`src/hw/rtl/msfd_pkg.sv`:
```
// Shared constants and types for the multi-server dispatcher
package msfd_pkg;

    localparam int DEF_MAX_SERVERS = 16;

    localparam int TIME_W      = 32;
    localparam int SVC_W       = 16;
    localparam int CNT_W       = 16;
    localparam int SUM_W       = 48;
    localparam int IDX_OUT_W   = 4;
    localparam int CFG_W       = 5;
    localparam int IN_TDATA_W  = 48;
    localparam int OUT_TDATA_W = 200;

    // Commands from the sequencer to the datapath
    typedef struct packed {
        logic load_in;   // capture a new item, clear the scan trackers
        logic rd_en;     // read one server entry at the scan address
        logic calc;      // settle current time and chosen server
        logic commit;    // form end time, wait and new served count
        logic finish;    // write back state and load the result register
    } t_cmd;

    // Status from the datapath to the sequencer
    typedef struct packed {
        logic out_free;  // result register can take a new result this cycle
    } t_sts;

    // One result item
    typedef struct packed {
        logic [IDX_OUT_W-1:0] server_index;
        logic [TIME_W-1:0]    start_time;
        logic [TIME_W-1:0]    job_wait;
        logic [CNT_W-1:0]     server_jobs;
        logic [SUM_W-1:0]     total_wait;
        logic [TIME_W-1:0]    max_wait;
        logic [TIME_W-1:0]    finish_time;
    } t_result;

endpackage

```
`src/hw/rtl/msfd_ctrl.sv`:
```
// Sequencer: accepts an item, scans the server table, then steps the update
module msfd_ctrl #(
    parameter int MAX_SERVERS = msfd_pkg::DEF_MAX_SERVERS
) (
    input  logic                  i_clk,
    input  logic                  i_rst_n,
    input  logic                  i_in_valid,
    output logic                  o_in_ready,
    input  logic [((MAX_SERVERS > 1) ? $clog2(MAX_SERVERS) : 1)-1:0] i_last,
    output msfd_pkg::t_cmd        o_cmd,
    output logic [((MAX_SERVERS > 1) ? $clog2(MAX_SERVERS) : 1)-1:0] o_rd_addr,
    input  msfd_pkg::t_sts        i_sts
);

    localparam int IDXW = (MAX_SERVERS > 1) ? $clog2(MAX_SERVERS) : 1;

    typedef enum logic [2:0] {
        S_IDLE,
        S_SCAN,
        S_DRAIN,
        S_CALC,
        S_COMMIT,
        S_FINISH
    } t_state;

    t_state            r_state, n_state;
    logic [IDXW-1:0]   r_cnt, n_cnt;

    // Next state and scan counter
    always_comb begin
        n_state = r_state;
        n_cnt   = r_cnt;
        case (r_state)
            S_IDLE: begin
                if (i_in_valid) begin
                    n_state = S_SCAN;
                    n_cnt   = '0;
                end
            end
            S_SCAN: begin
                if (r_cnt == i_last) begin
                    n_state = S_DRAIN;
                end else begin
                    n_cnt = r_cnt + 1'b1;
                end
            end
            S_DRAIN:  n_state = S_CALC;
            S_CALC:   n_state = S_COMMIT;
            S_COMMIT: n_state = S_FINISH;
            S_FINISH: begin
                if (i_sts.out_free) begin
                    n_state = S_IDLE;
                end
            end
            default:  n_state = S_IDLE;
        endcase
    end

    // Commands decoded from the state
    always_comb begin
        o_cmd         = '0;
        o_cmd.load_in = (r_state == S_IDLE) && i_in_valid;
        o_cmd.rd_en   = (r_state == S_SCAN);
        o_cmd.calc    = (r_state == S_CALC);
        o_cmd.commit  = (r_state == S_COMMIT);
        o_cmd.finish  = (r_state == S_FINISH) && i_sts.out_free;
    end

    assign o_in_ready = (r_state == S_IDLE);
    assign o_rd_addr  = r_cnt;

    always_ff @(posedge i_clk) begin
        if (!i_rst_n) begin
            r_state <= S_IDLE;
            r_cnt   <= '0;
        end else begin
            r_state <= n_state;
            r_cnt   <= n_cnt;
        end
    end

endmodule

```
`src/hw/rtl/msfd_dp.sv`:
```
// Datapath: server table, scan trackers, running totals and result register
module msfd_dp #(
    parameter int MAX_SERVERS = msfd_pkg::DEF_MAX_SERVERS
) (
    input  logic                          i_clk,
    input  logic                          i_rst_n,
    input  msfd_pkg::t_cmd                i_cmd,
    input  logic [((MAX_SERVERS > 1) ? $clog2(MAX_SERVERS) : 1)-1:0] i_rd_addr,
    input  logic [msfd_pkg::TIME_W-1:0]   i_arrival_time,
    input  logic [msfd_pkg::SVC_W-1:0]    i_service_time,
    output msfd_pkg::t_sts                o_sts,
    output logic                          o_out_valid,
    input  logic                          i_out_ready,
    output msfd_pkg::t_result             o_res
);

    localparam int IDXW   = (MAX_SERVERS > 1) ? $clog2(MAX_SERVERS) : 1;
    localparam int TIME_W = msfd_pkg::TIME_W;
    localparam int CNT_W  = msfd_pkg::CNT_W;
    localparam int SUM_W  = msfd_pkg::SUM_W;
    localparam int SVC_W  = msfd_pkg::SVC_W;

    // Server table
    logic [TIME_W-1:0]      mem_free [MAX_SERVERS];
    logic [CNT_W-1:0]       mem_cnt  [MAX_SERVERS];
    logic [MAX_SERVERS-1:0] r_valid;

    // Item and scan registers
    logic [TIME_W-1:0] r_arr, r_t;
    logic [SVC_W-1:0]  r_svc;
    logic [TIME_W-1:0] r_rd_free;
    logic [CNT_W-1:0]  r_rd_cnt;
    logic              r_rd_vbit, r_rd_vld;
    logic [IDXW-1:0]   r_rd_idx;
    logic              r_have_min, r_found;
    logic [TIME_W-1:0] r_min;
    logic [IDXW-1:0]   r_min_idx, r_free_idx, r_pick;
    logic [CNT_W-1:0]  r_min_cnt, r_free_cnt, r_cnt, r_cnt_new;
    logic [TIME_W-1:0] r_end, r_wait;

    // Architectural state
    logic [TIME_W-1:0] r_now, r_peak, r_latest;
    logic [SUM_W-1:0]  r_sum;

    // Result register
    msfd_pkg::t_result r_res;
    logic              r_out_valid;

    logic [TIME_W-1:0] eff_free;
    logic [CNT_W-1:0]  eff_cnt;
    logic [TIME_W:0]   end_sum;
    logic [SUM_W:0]    wait_acc;
    logic [SUM_W-1:0]  n_sum;
    logic [TIME_W-1:0] n_peak, n_latest;

    // Entries never written read as zero
    assign eff_free = r_rd_vbit ? r_rd_free : '0;
    assign eff_cnt  = r_rd_vbit ? r_rd_cnt  : '0;

    // Saturating end time and wait sum
    assign end_sum  = {1'b0, r_now} + {{(TIME_W + 1 - SVC_W){1'b0}}, r_svc};
    assign wait_acc = {1'b0, r_sum} + {{(SUM_W + 1 - TIME_W){1'b0}}, r_wait};
    assign n_sum    = wait_acc[SUM_W] ? {SUM_W{1'b1}} : wait_acc[SUM_W-1:0];
    assign n_peak   = (r_wait > r_peak)  ? r_wait : r_peak;
    assign n_latest = (r_end > r_latest) ? r_end  : r_latest;

    // Table memory: one read port for the scan, one write port for the update
    always_ff @(posedge i_clk) begin
        if (i_cmd.finish) begin
            mem_free[r_pick] <= r_end;
            mem_cnt[r_pick]  <= r_cnt_new;
        end
        if (i_cmd.rd_en) begin
            r_rd_free <= mem_free[i_rd_addr];
            r_rd_cnt  <= mem_cnt[i_rd_addr];
            r_rd_vbit <= r_valid[i_rd_addr];
            r_rd_idx  <= i_rd_addr;
        end
    end

    // Payload pipeline: capture, scan trackers, calc and commit
    always_ff @(posedge i_clk) begin
        if (i_cmd.load_in) begin
            r_arr      <= i_arrival_time;
            r_svc      <= i_service_time;
            r_t        <= (i_arrival_time > r_now) ? i_arrival_time : r_now;
            r_have_min <= 1'b0;
            r_found    <= 1'b0;
        end else if (r_rd_vld) begin
            // first server already free at max(now, arrival)
            if (!r_found && (eff_free <= r_t)) begin
                r_found    <= 1'b1;
                r_free_idx <= r_rd_idx;
                r_free_cnt <= eff_cnt;
            end
            // earliest free time, lowest index on a tie
            if (!r_have_min || (eff_free < r_min)) begin
                r_have_min <= 1'b1;
                r_min      <= eff_free;
                r_min_idx  <= r_rd_idx;
                r_min_cnt  <= eff_cnt;
            end
        end
        if (i_cmd.calc) begin
            r_pick <= r_found ? r_free_idx : r_min_idx;
            r_cnt  <= r_found ? r_free_cnt : r_min_cnt;
        end
        if (i_cmd.commit) begin
            r_end     <= end_sum[TIME_W] ? {TIME_W{1'b1}} : end_sum[TIME_W-1:0];
            r_wait    <= r_now - r_arr;
            r_cnt_new <= (r_cnt == {CNT_W{1'b1}}) ? r_cnt : r_cnt + 1'b1;
        end
        if (i_cmd.finish) begin
            r_res.server_index <= msfd_pkg::IDX_OUT_W'(r_pick);
            r_res.start_time   <= r_now;
            r_res.job_wait     <= r_wait;
            r_res.server_jobs  <= r_cnt_new;
            r_res.total_wait   <= n_sum;
            r_res.max_wait     <= n_peak;
            r_res.finish_time  <= n_latest;
        end
    end

    // State with reset: valid bits, current time, totals, handshake flags
    always_ff @(posedge i_clk) begin
        if (!i_rst_n) begin
            r_valid     <= '0;
            r_rd_vld    <= 1'b0;
            r_now       <= '0;
            r_sum       <= '0;
            r_peak      <= '0;
            r_latest    <= '0;
            r_out_valid <= 1'b0;
        end else begin
            r_rd_vld <= i_cmd.rd_en;
            if (i_cmd.calc) begin
                r_now <= r_found ? r_t : r_min;
            end
            if (i_cmd.finish) begin
                r_valid[r_pick] <= 1'b1;
                r_sum           <= n_sum;
                r_peak          <= n_peak;
                r_latest        <= n_latest;
                r_out_valid     <= 1'b1;
            end else if (i_out_ready) begin
                r_out_valid <= 1'b0;
            end
        end
    end

    assign o_sts.out_free = !r_out_valid || i_out_ready;
    assign o_out_valid    = r_out_valid;
    assign o_res          = r_res;

endmodule

```
`src/hw/rtl/multi_server_fifo_dispatcher_core.sv`:
```
// Multi-server dispatcher: jobs go to the lowest-numbered server free at the
// current time, which first advances to the job's arrival and, if no server is
// free then, to the earliest server free time. One job is in flight at a time.
// The server table is scanned one entry per cycle through a single registered
// read port, then a drain state brings in the last entry and the calc, commit
// and finish states settle the time, form the end time and wait, and write
// back. The result sits in an output register, so the next job can be accepted
// while it waits to be taken; a job that finishes while the previous result is
// still held waits until that result is taken. Server count is clamped to
// 1..MAX_SERVERS; state and totals clear at reset, no clearing pass.
module multi_server_fifo_dispatcher_core #(
    parameter int MAX_SERVERS = msfd_pkg::DEF_MAX_SERVERS
) (
    input  logic                               i_clk,
    input  logic                               i_rst_n,
    // tdata: arrival_time[31:0], service_time[47:32]
    input  logic                               s_axis_tvalid,
    output logic                               s_axis_tready,
    input  logic [msfd_pkg::IN_TDATA_W-1:0]    s_axis_tdata,
    // tdata: server_index[3:0], start_time[35:4], job_wait[67:36],
    // server_jobs[83:68], total_wait[131:84], max_wait[163:132],
    // finish_time[195:164], zero[199:196]
    output logic                               m_axis_tvalid,
    input  logic                               m_axis_tready,
    output logic [msfd_pkg::OUT_TDATA_W-1:0]   m_axis_tdata,
    // server_count write channel
    input  logic                               i_cfg_valid,
    output logic                               o_cfg_ready,
    input  logic [msfd_pkg::CFG_W-1:0]         i_cfg_data
);

    localparam int IDXW  = (MAX_SERVERS > 1) ? $clog2(MAX_SERVERS) : 1;
    localparam int CMPW  = (IDXW + 1 > msfd_pkg::CFG_W) ? IDXW + 1 : msfd_pkg::CFG_W;
    localparam int PAD_W = msfd_pkg::OUT_TDATA_W - $bits(msfd_pkg::t_result);

    msfd_pkg::t_cmd    cmd;
    msfd_pkg::t_sts    sts;
    msfd_pkg::t_result res;
    logic [IDXW-1:0]   rd_addr;
    logic [IDXW-1:0]   r_last, n_last;
    logic [CMPW-1:0]   cfg_ext, k_eff;

    // Server count register, kept as the index of the last server in use
    assign cfg_ext = CMPW'(i_cfg_data);
    always_comb begin
        if (cfg_ext == '0) begin
            k_eff = CMPW'(1);
        end else if (cfg_ext > CMPW'(MAX_SERVERS)) begin
            k_eff = CMPW'(MAX_SERVERS);
        end else begin
            k_eff = cfg_ext;
        end
        n_last = IDXW'(k_eff - 1'b1);
    end

    always_ff @(posedge i_clk) begin
        if (!i_rst_n) begin
            r_last <= '0;
        end else if (i_cfg_valid) begin
            r_last <= n_last;
        end
    end

    assign o_cfg_ready = 1'b1;

    msfd_ctrl #(
        .MAX_SERVERS (MAX_SERVERS)
    ) u_ctrl (
        .i_clk      (i_clk),
        .i_rst_n    (i_rst_n),
        .i_in_valid (s_axis_tvalid),
        .o_in_ready (s_axis_tready),
        .i_last     (r_last),
        .o_cmd      (cmd),
        .o_rd_addr  (rd_addr),
        .i_sts      (sts)
    );

    msfd_dp #(
        .MAX_SERVERS (MAX_SERVERS)
    ) u_dp (
        .i_clk          (i_clk),
        .i_rst_n        (i_rst_n),
        .i_cmd          (cmd),
        .i_rd_addr      (rd_addr),
        .i_arrival_time (s_axis_tdata[31:0]),
        .i_service_time (s_axis_tdata[47:32]),
        .o_sts          (sts),
        .o_out_valid    (m_axis_tvalid),
        .i_out_ready    (m_axis_tready),
        .o_res          (res)
    );

    // Result packing, first field in the lowest bits
    assign m_axis_tdata = {{PAD_W{1'b0}}, res.finish_time, res.max_wait, res.total_wait,
                           res.server_jobs, res.job_wait, res.start_time, res.server_index};

endmodule

```
`config.mk`:
```
export PLATFORM = sky130hd
export DESIGN_NAME = multi_server_fifo_dispatcher_core
export DESIGN_NICKNAME = d
export VERILOG_FILES = /design/src/hw/rtl/msfd_pkg.sv /design/src/hw/rtl/msfd_ctrl.sv /design/src/hw/rtl/msfd_dp.sv /design/src/hw/rtl/multi_server_fifo_dispatcher_core.sv
export SDC_FILE = /design/constraint.sdc
export NUM_CORES = 2
export LEC_CHECK = 0
export BUFFER_PORTS_ARGS = -buffer_cell sky130_fd_sc_hd__buf_2
export CAP_MARGIN = 20
export CELL_PAD_IN_SITES_DETAIL_PLACEMENT = 0
export CELL_PAD_IN_SITES_GLOBAL_PLACEMENT = 1
export CORE_MARGIN = 2
export CORE_UTILIZATION = 25
export DETAILED_ROUTE_END_ITERATION = 12
export MAX_ROUTING_LAYER = met4
export PLACE_DENSITY_LB_ADDON = 0.25
export SLEW_MARGIN = 20
export SYNTH_ARGS = -nofsm -noshare
export SYNTH_HDL_FRONTEND = slang
export SYNTH_SLANG_ARGS = --single-unit
```
`constraint.sdc`:
```
create_clock -name i_clk -period 22.3 [get_ports i_clk]
set_input_delay 0 -clock i_clk [delete_from_list [all_inputs] [get_ports i_clk]]
set_output_delay 0 -clock i_clk [all_outputs]
set_load 0.1 [all_outputs]
```
==> metrics.txt <==
outcome completed; post-synthesis simple-gate area fraction 6.305%; arrival time at the worst endpoint 5050 ps; Max FO, Critical Path 35; Final min period 4620 ps; XOR/XNOR Fraction of Synth Area 1.344%; CP Launch Type register; H-tree levels 4; Mean Syn Cell Area 15.50 µm²; clk_lat worst skew 820 ps; main combinational cell family by area after synthesis multiplexers; largest vdd supply drop 0.05385 mV; mux contribution to synthesized area 11.34%; largest net degree at the start of global routing 88; first-pass GRT wire length 260900 µm; post-synthesis sequential area ratio 67.23%; Max Transition Viols Final 0; register clock-pin slew on the reported worst setup and hold paths 60 ps; Setup Total Neg Slack 0 ps; crit path kind reg2reg; final hold vios 0; clk sink count 1444; first drt pass iteration count 5; Synth Area in Adders 4.945%; CTS tree built; total CTS buffers 156; Total GRT Usage 14.64%; Final setup viols 0; Synth top area share 61.57%; Post-CTS Repair Setup Buffers 0; Final #Nets 4702; Fmax achieved 216.5 MHz; Root Buffer clkbuf_16; commonest non-fill, non-tap cell in the layout edfxtp_1; final WL 181300 µm; RSZ-0062 raised after global routing no; Iter 0 DRT Violations 2342; grt total ovfl 0; routability-driven placement congestion ratio 0.8358; Final ANT Viol Nets 0; Synth Register Bits 1444; # Max-Cap Violations 0; Syn Std Cell Area 61890 µm²; relative slew slack 28.47%; setup ws final 17680 ps; leading area contributor after synthesis edfxtp_1; FP Rows 182; Clock Skew 55.60 ps; Worst Path Required 22730 ps; pre-CTS setup slack 17520 ps; num ports 261; average wire per standard cell 23.08 µm; Initial Utilization 25.14%; number of global-route vias before repair 36.27k; residual DRC count 0; P&R area growth vs syn 18.76%; Synth Instances 3993; # port buffers 255; multi-input logic area 18860 µm²; layout cell share with drive strength beyond 1 21.03%; dpl hpwl 117000 µm; Die Y 501.6 µm; fillers 24.50k; Post-synth EDFFs 1269; Crit. End Element register; synth warn 0; DIE AREA 251600 µm²; via count 35.15k; Synth area leaders edfxtp_1 62%, mux4_2 8.9%, dfxtp_1 5.7%; most frequent cells in the layout 1269 x edfxtp_1, 314 x nand2_1, 254 x buf_2, 245 x mux4_2, 239 x ha_1; die width 501.6 µm; Clock Tree Buf Depth 3; Core Region 246200 µm²; initial antenna violation count 16; Top FF cell, synth edfxtp_1; Vias per Instance 4.476; Synth Area in Compound Gates 6.253%; Netlist cell types 90; Leak 25.17 nW; flip-flop and latch area 41630 µm²; ys async rst share 0%; crit share post-route 20.72%; HP Class in2reg; PwrDens 84.11 nW/µm²; Worst Max-Slew Pin Slew 1069 ps
-- worst max-delay path, cell delays in order, from the launching register on --
cell and delay [ps]:
edfxtp_1 710, buf_4 440, and2_1 240, ha_1 250, a21oi_1 170, nor2b_1 60, o21ai_0 150, nand2b_1 80
a21oi_1 130, o21ai_0 90, a21o_1 240, a221o_1 400, a31oi_4 610, buf_4 580
-- sequential cells by signal, indices dropped and copies added, names as in the netlist, 32 cells and up --
signal	count
u_dp.mem_free	512
u_dp.mem_cnt	256
u_dp.o_res	196
u_dp.r_sum	48
u_dp.r_arr	32
u_dp.r_end	32
u_dp.r_latest	32
u_dp.r_min	32
u_dp.r_now	32
u_dp.r_peak	32
u_dp.r_rd_free	32
u_dp.r_t	32
u_dp.r_wait	32
-- path summary, 6_finish.rpt --
kind | slack (ps) | end | from | cells after the start
worst max-delay path | 17680 | u_dp.r_min_idx[0] | u_dp.r_rd_vbit | 13
worst min-delay path | 60 | u_dp.r_arr[10] | s_axis_tdata[10] | 2
worst max register to register | 17680 | u_dp.r_min_idx[0] | u_dp.r_rd_vbit | 13
worst min register to register | 450 | u_dp.r_free_idx[1] | u_dp.r_rd_idx[1] | 0
-- per-layer routing --
| layer | vias to the layer above | wire length, µm | GRT usage [%] |
|---|---|---|---|
| met4 | 0 | 3247 | 3.302 |
| met3 | 188 | 6929 | 2.275 |
| met5 | - | 0 | - |
| met1 | 18110 | 79860 | 18.33 |
| met2 | 703 | 91250 | 24.86 |
| li1 | 16150 | - | - |
-- cells in the mapped netlist (16+ instances only) --
cell / instances
o21ai_0: 168
nand2_1: 316
nor2_1: 196
a21oi_1: 143
a211oi_1: 16
nand2b_1: 21
nor3_1: 39
nand4_1: 44
a311oi_1: 24
xnor2_1: 61
a31oi_1: 29
dfxtp_1: 175
mux2i_1: 39
mux2_2: 60
mux4_2: 245
nor2b_1: 21
o211ai_1: 38
xor2_1: 34
edfxtp_1: 1269
inv_1: 218
ha_1: 239
nand3_1: 84
clkbuf_1: 121
o21a_1: 18
mux2_4: 29
and2_1: 54
buf_2: 16
buf_1: 24
a21o_1: 79
-- what timing repair did --
| item | 4_1_cts | 5_1_grt |
|---|---|---|
| hold buffers | 96 | 0 |
| hold endpoints to repair | 168 | 0 |
| endpoints found under the setup margin | 0 | 0 |
| gates resized for setup | 0 | 0 |
-- where the power goes --
part	internal, W	switching (W)	total (W)
registers	0.00300	0.0000596	0.00306
clock network	0.00152	0.00114	0.00266
logic	0.000185	0.000280	0.000464
total	0.00470	0.00148	0.00618
-- stage by stage --
stage / total power [W] / instance area [µm²] / hold WS (ps) / util, % / std cells
2_1_floorplan: 0.003420 / 61910 / 98.87 / - / 3996
3_3_place_gp: 0.003576 / 67280 / 181.2 / 27.33 / 7460
3_5_place_dp: 0.003572 / 67280 / 182.3 / 27.33 / 7460
4_1_cts: 0.006274 / 73470 / 0.2797 / 29.85 / 7839
5_1_grt: 0.006415 / 73510 / 33.09 / 29.86 / 7853
6_report: 0.006183 / 73510 / 55.60 / 29.86 / 7853
-- layout make-up --
| cell class | instances | area share, % |
|---|---|---|
| Clock inverter | 98 | 1.607 |
| Multi-Input combinational cell | 2158 | 25.65 |
| Tap cell | 3312 | 5.637 |
| Sequential cell | 1444 | 56.63 |
| Timing Repair Buffer | 422 | 3.772 |
| Antenna cell | 14 | 0.04766 |
| Inverter | 220 | 1.140 |
| Clock buffer | 185 | 5.515 |
-- cells by family (layout without fill, tap and decap cells) --
family / after synthesis / count (layout)
AO/OA/AOI/OAI: 602 / 602
multiplexers: 373 / 373
XOR/XNOR: 95 / 95
flip-flops: 1444 / 1444
adder cells (fa/ha/maj): 243 / 243
AND/OR/NAND/NOR: 840 / 840
buffers and inverters: 394 / 925
other: 2 / 19
(Power assumes the default switching activity.)
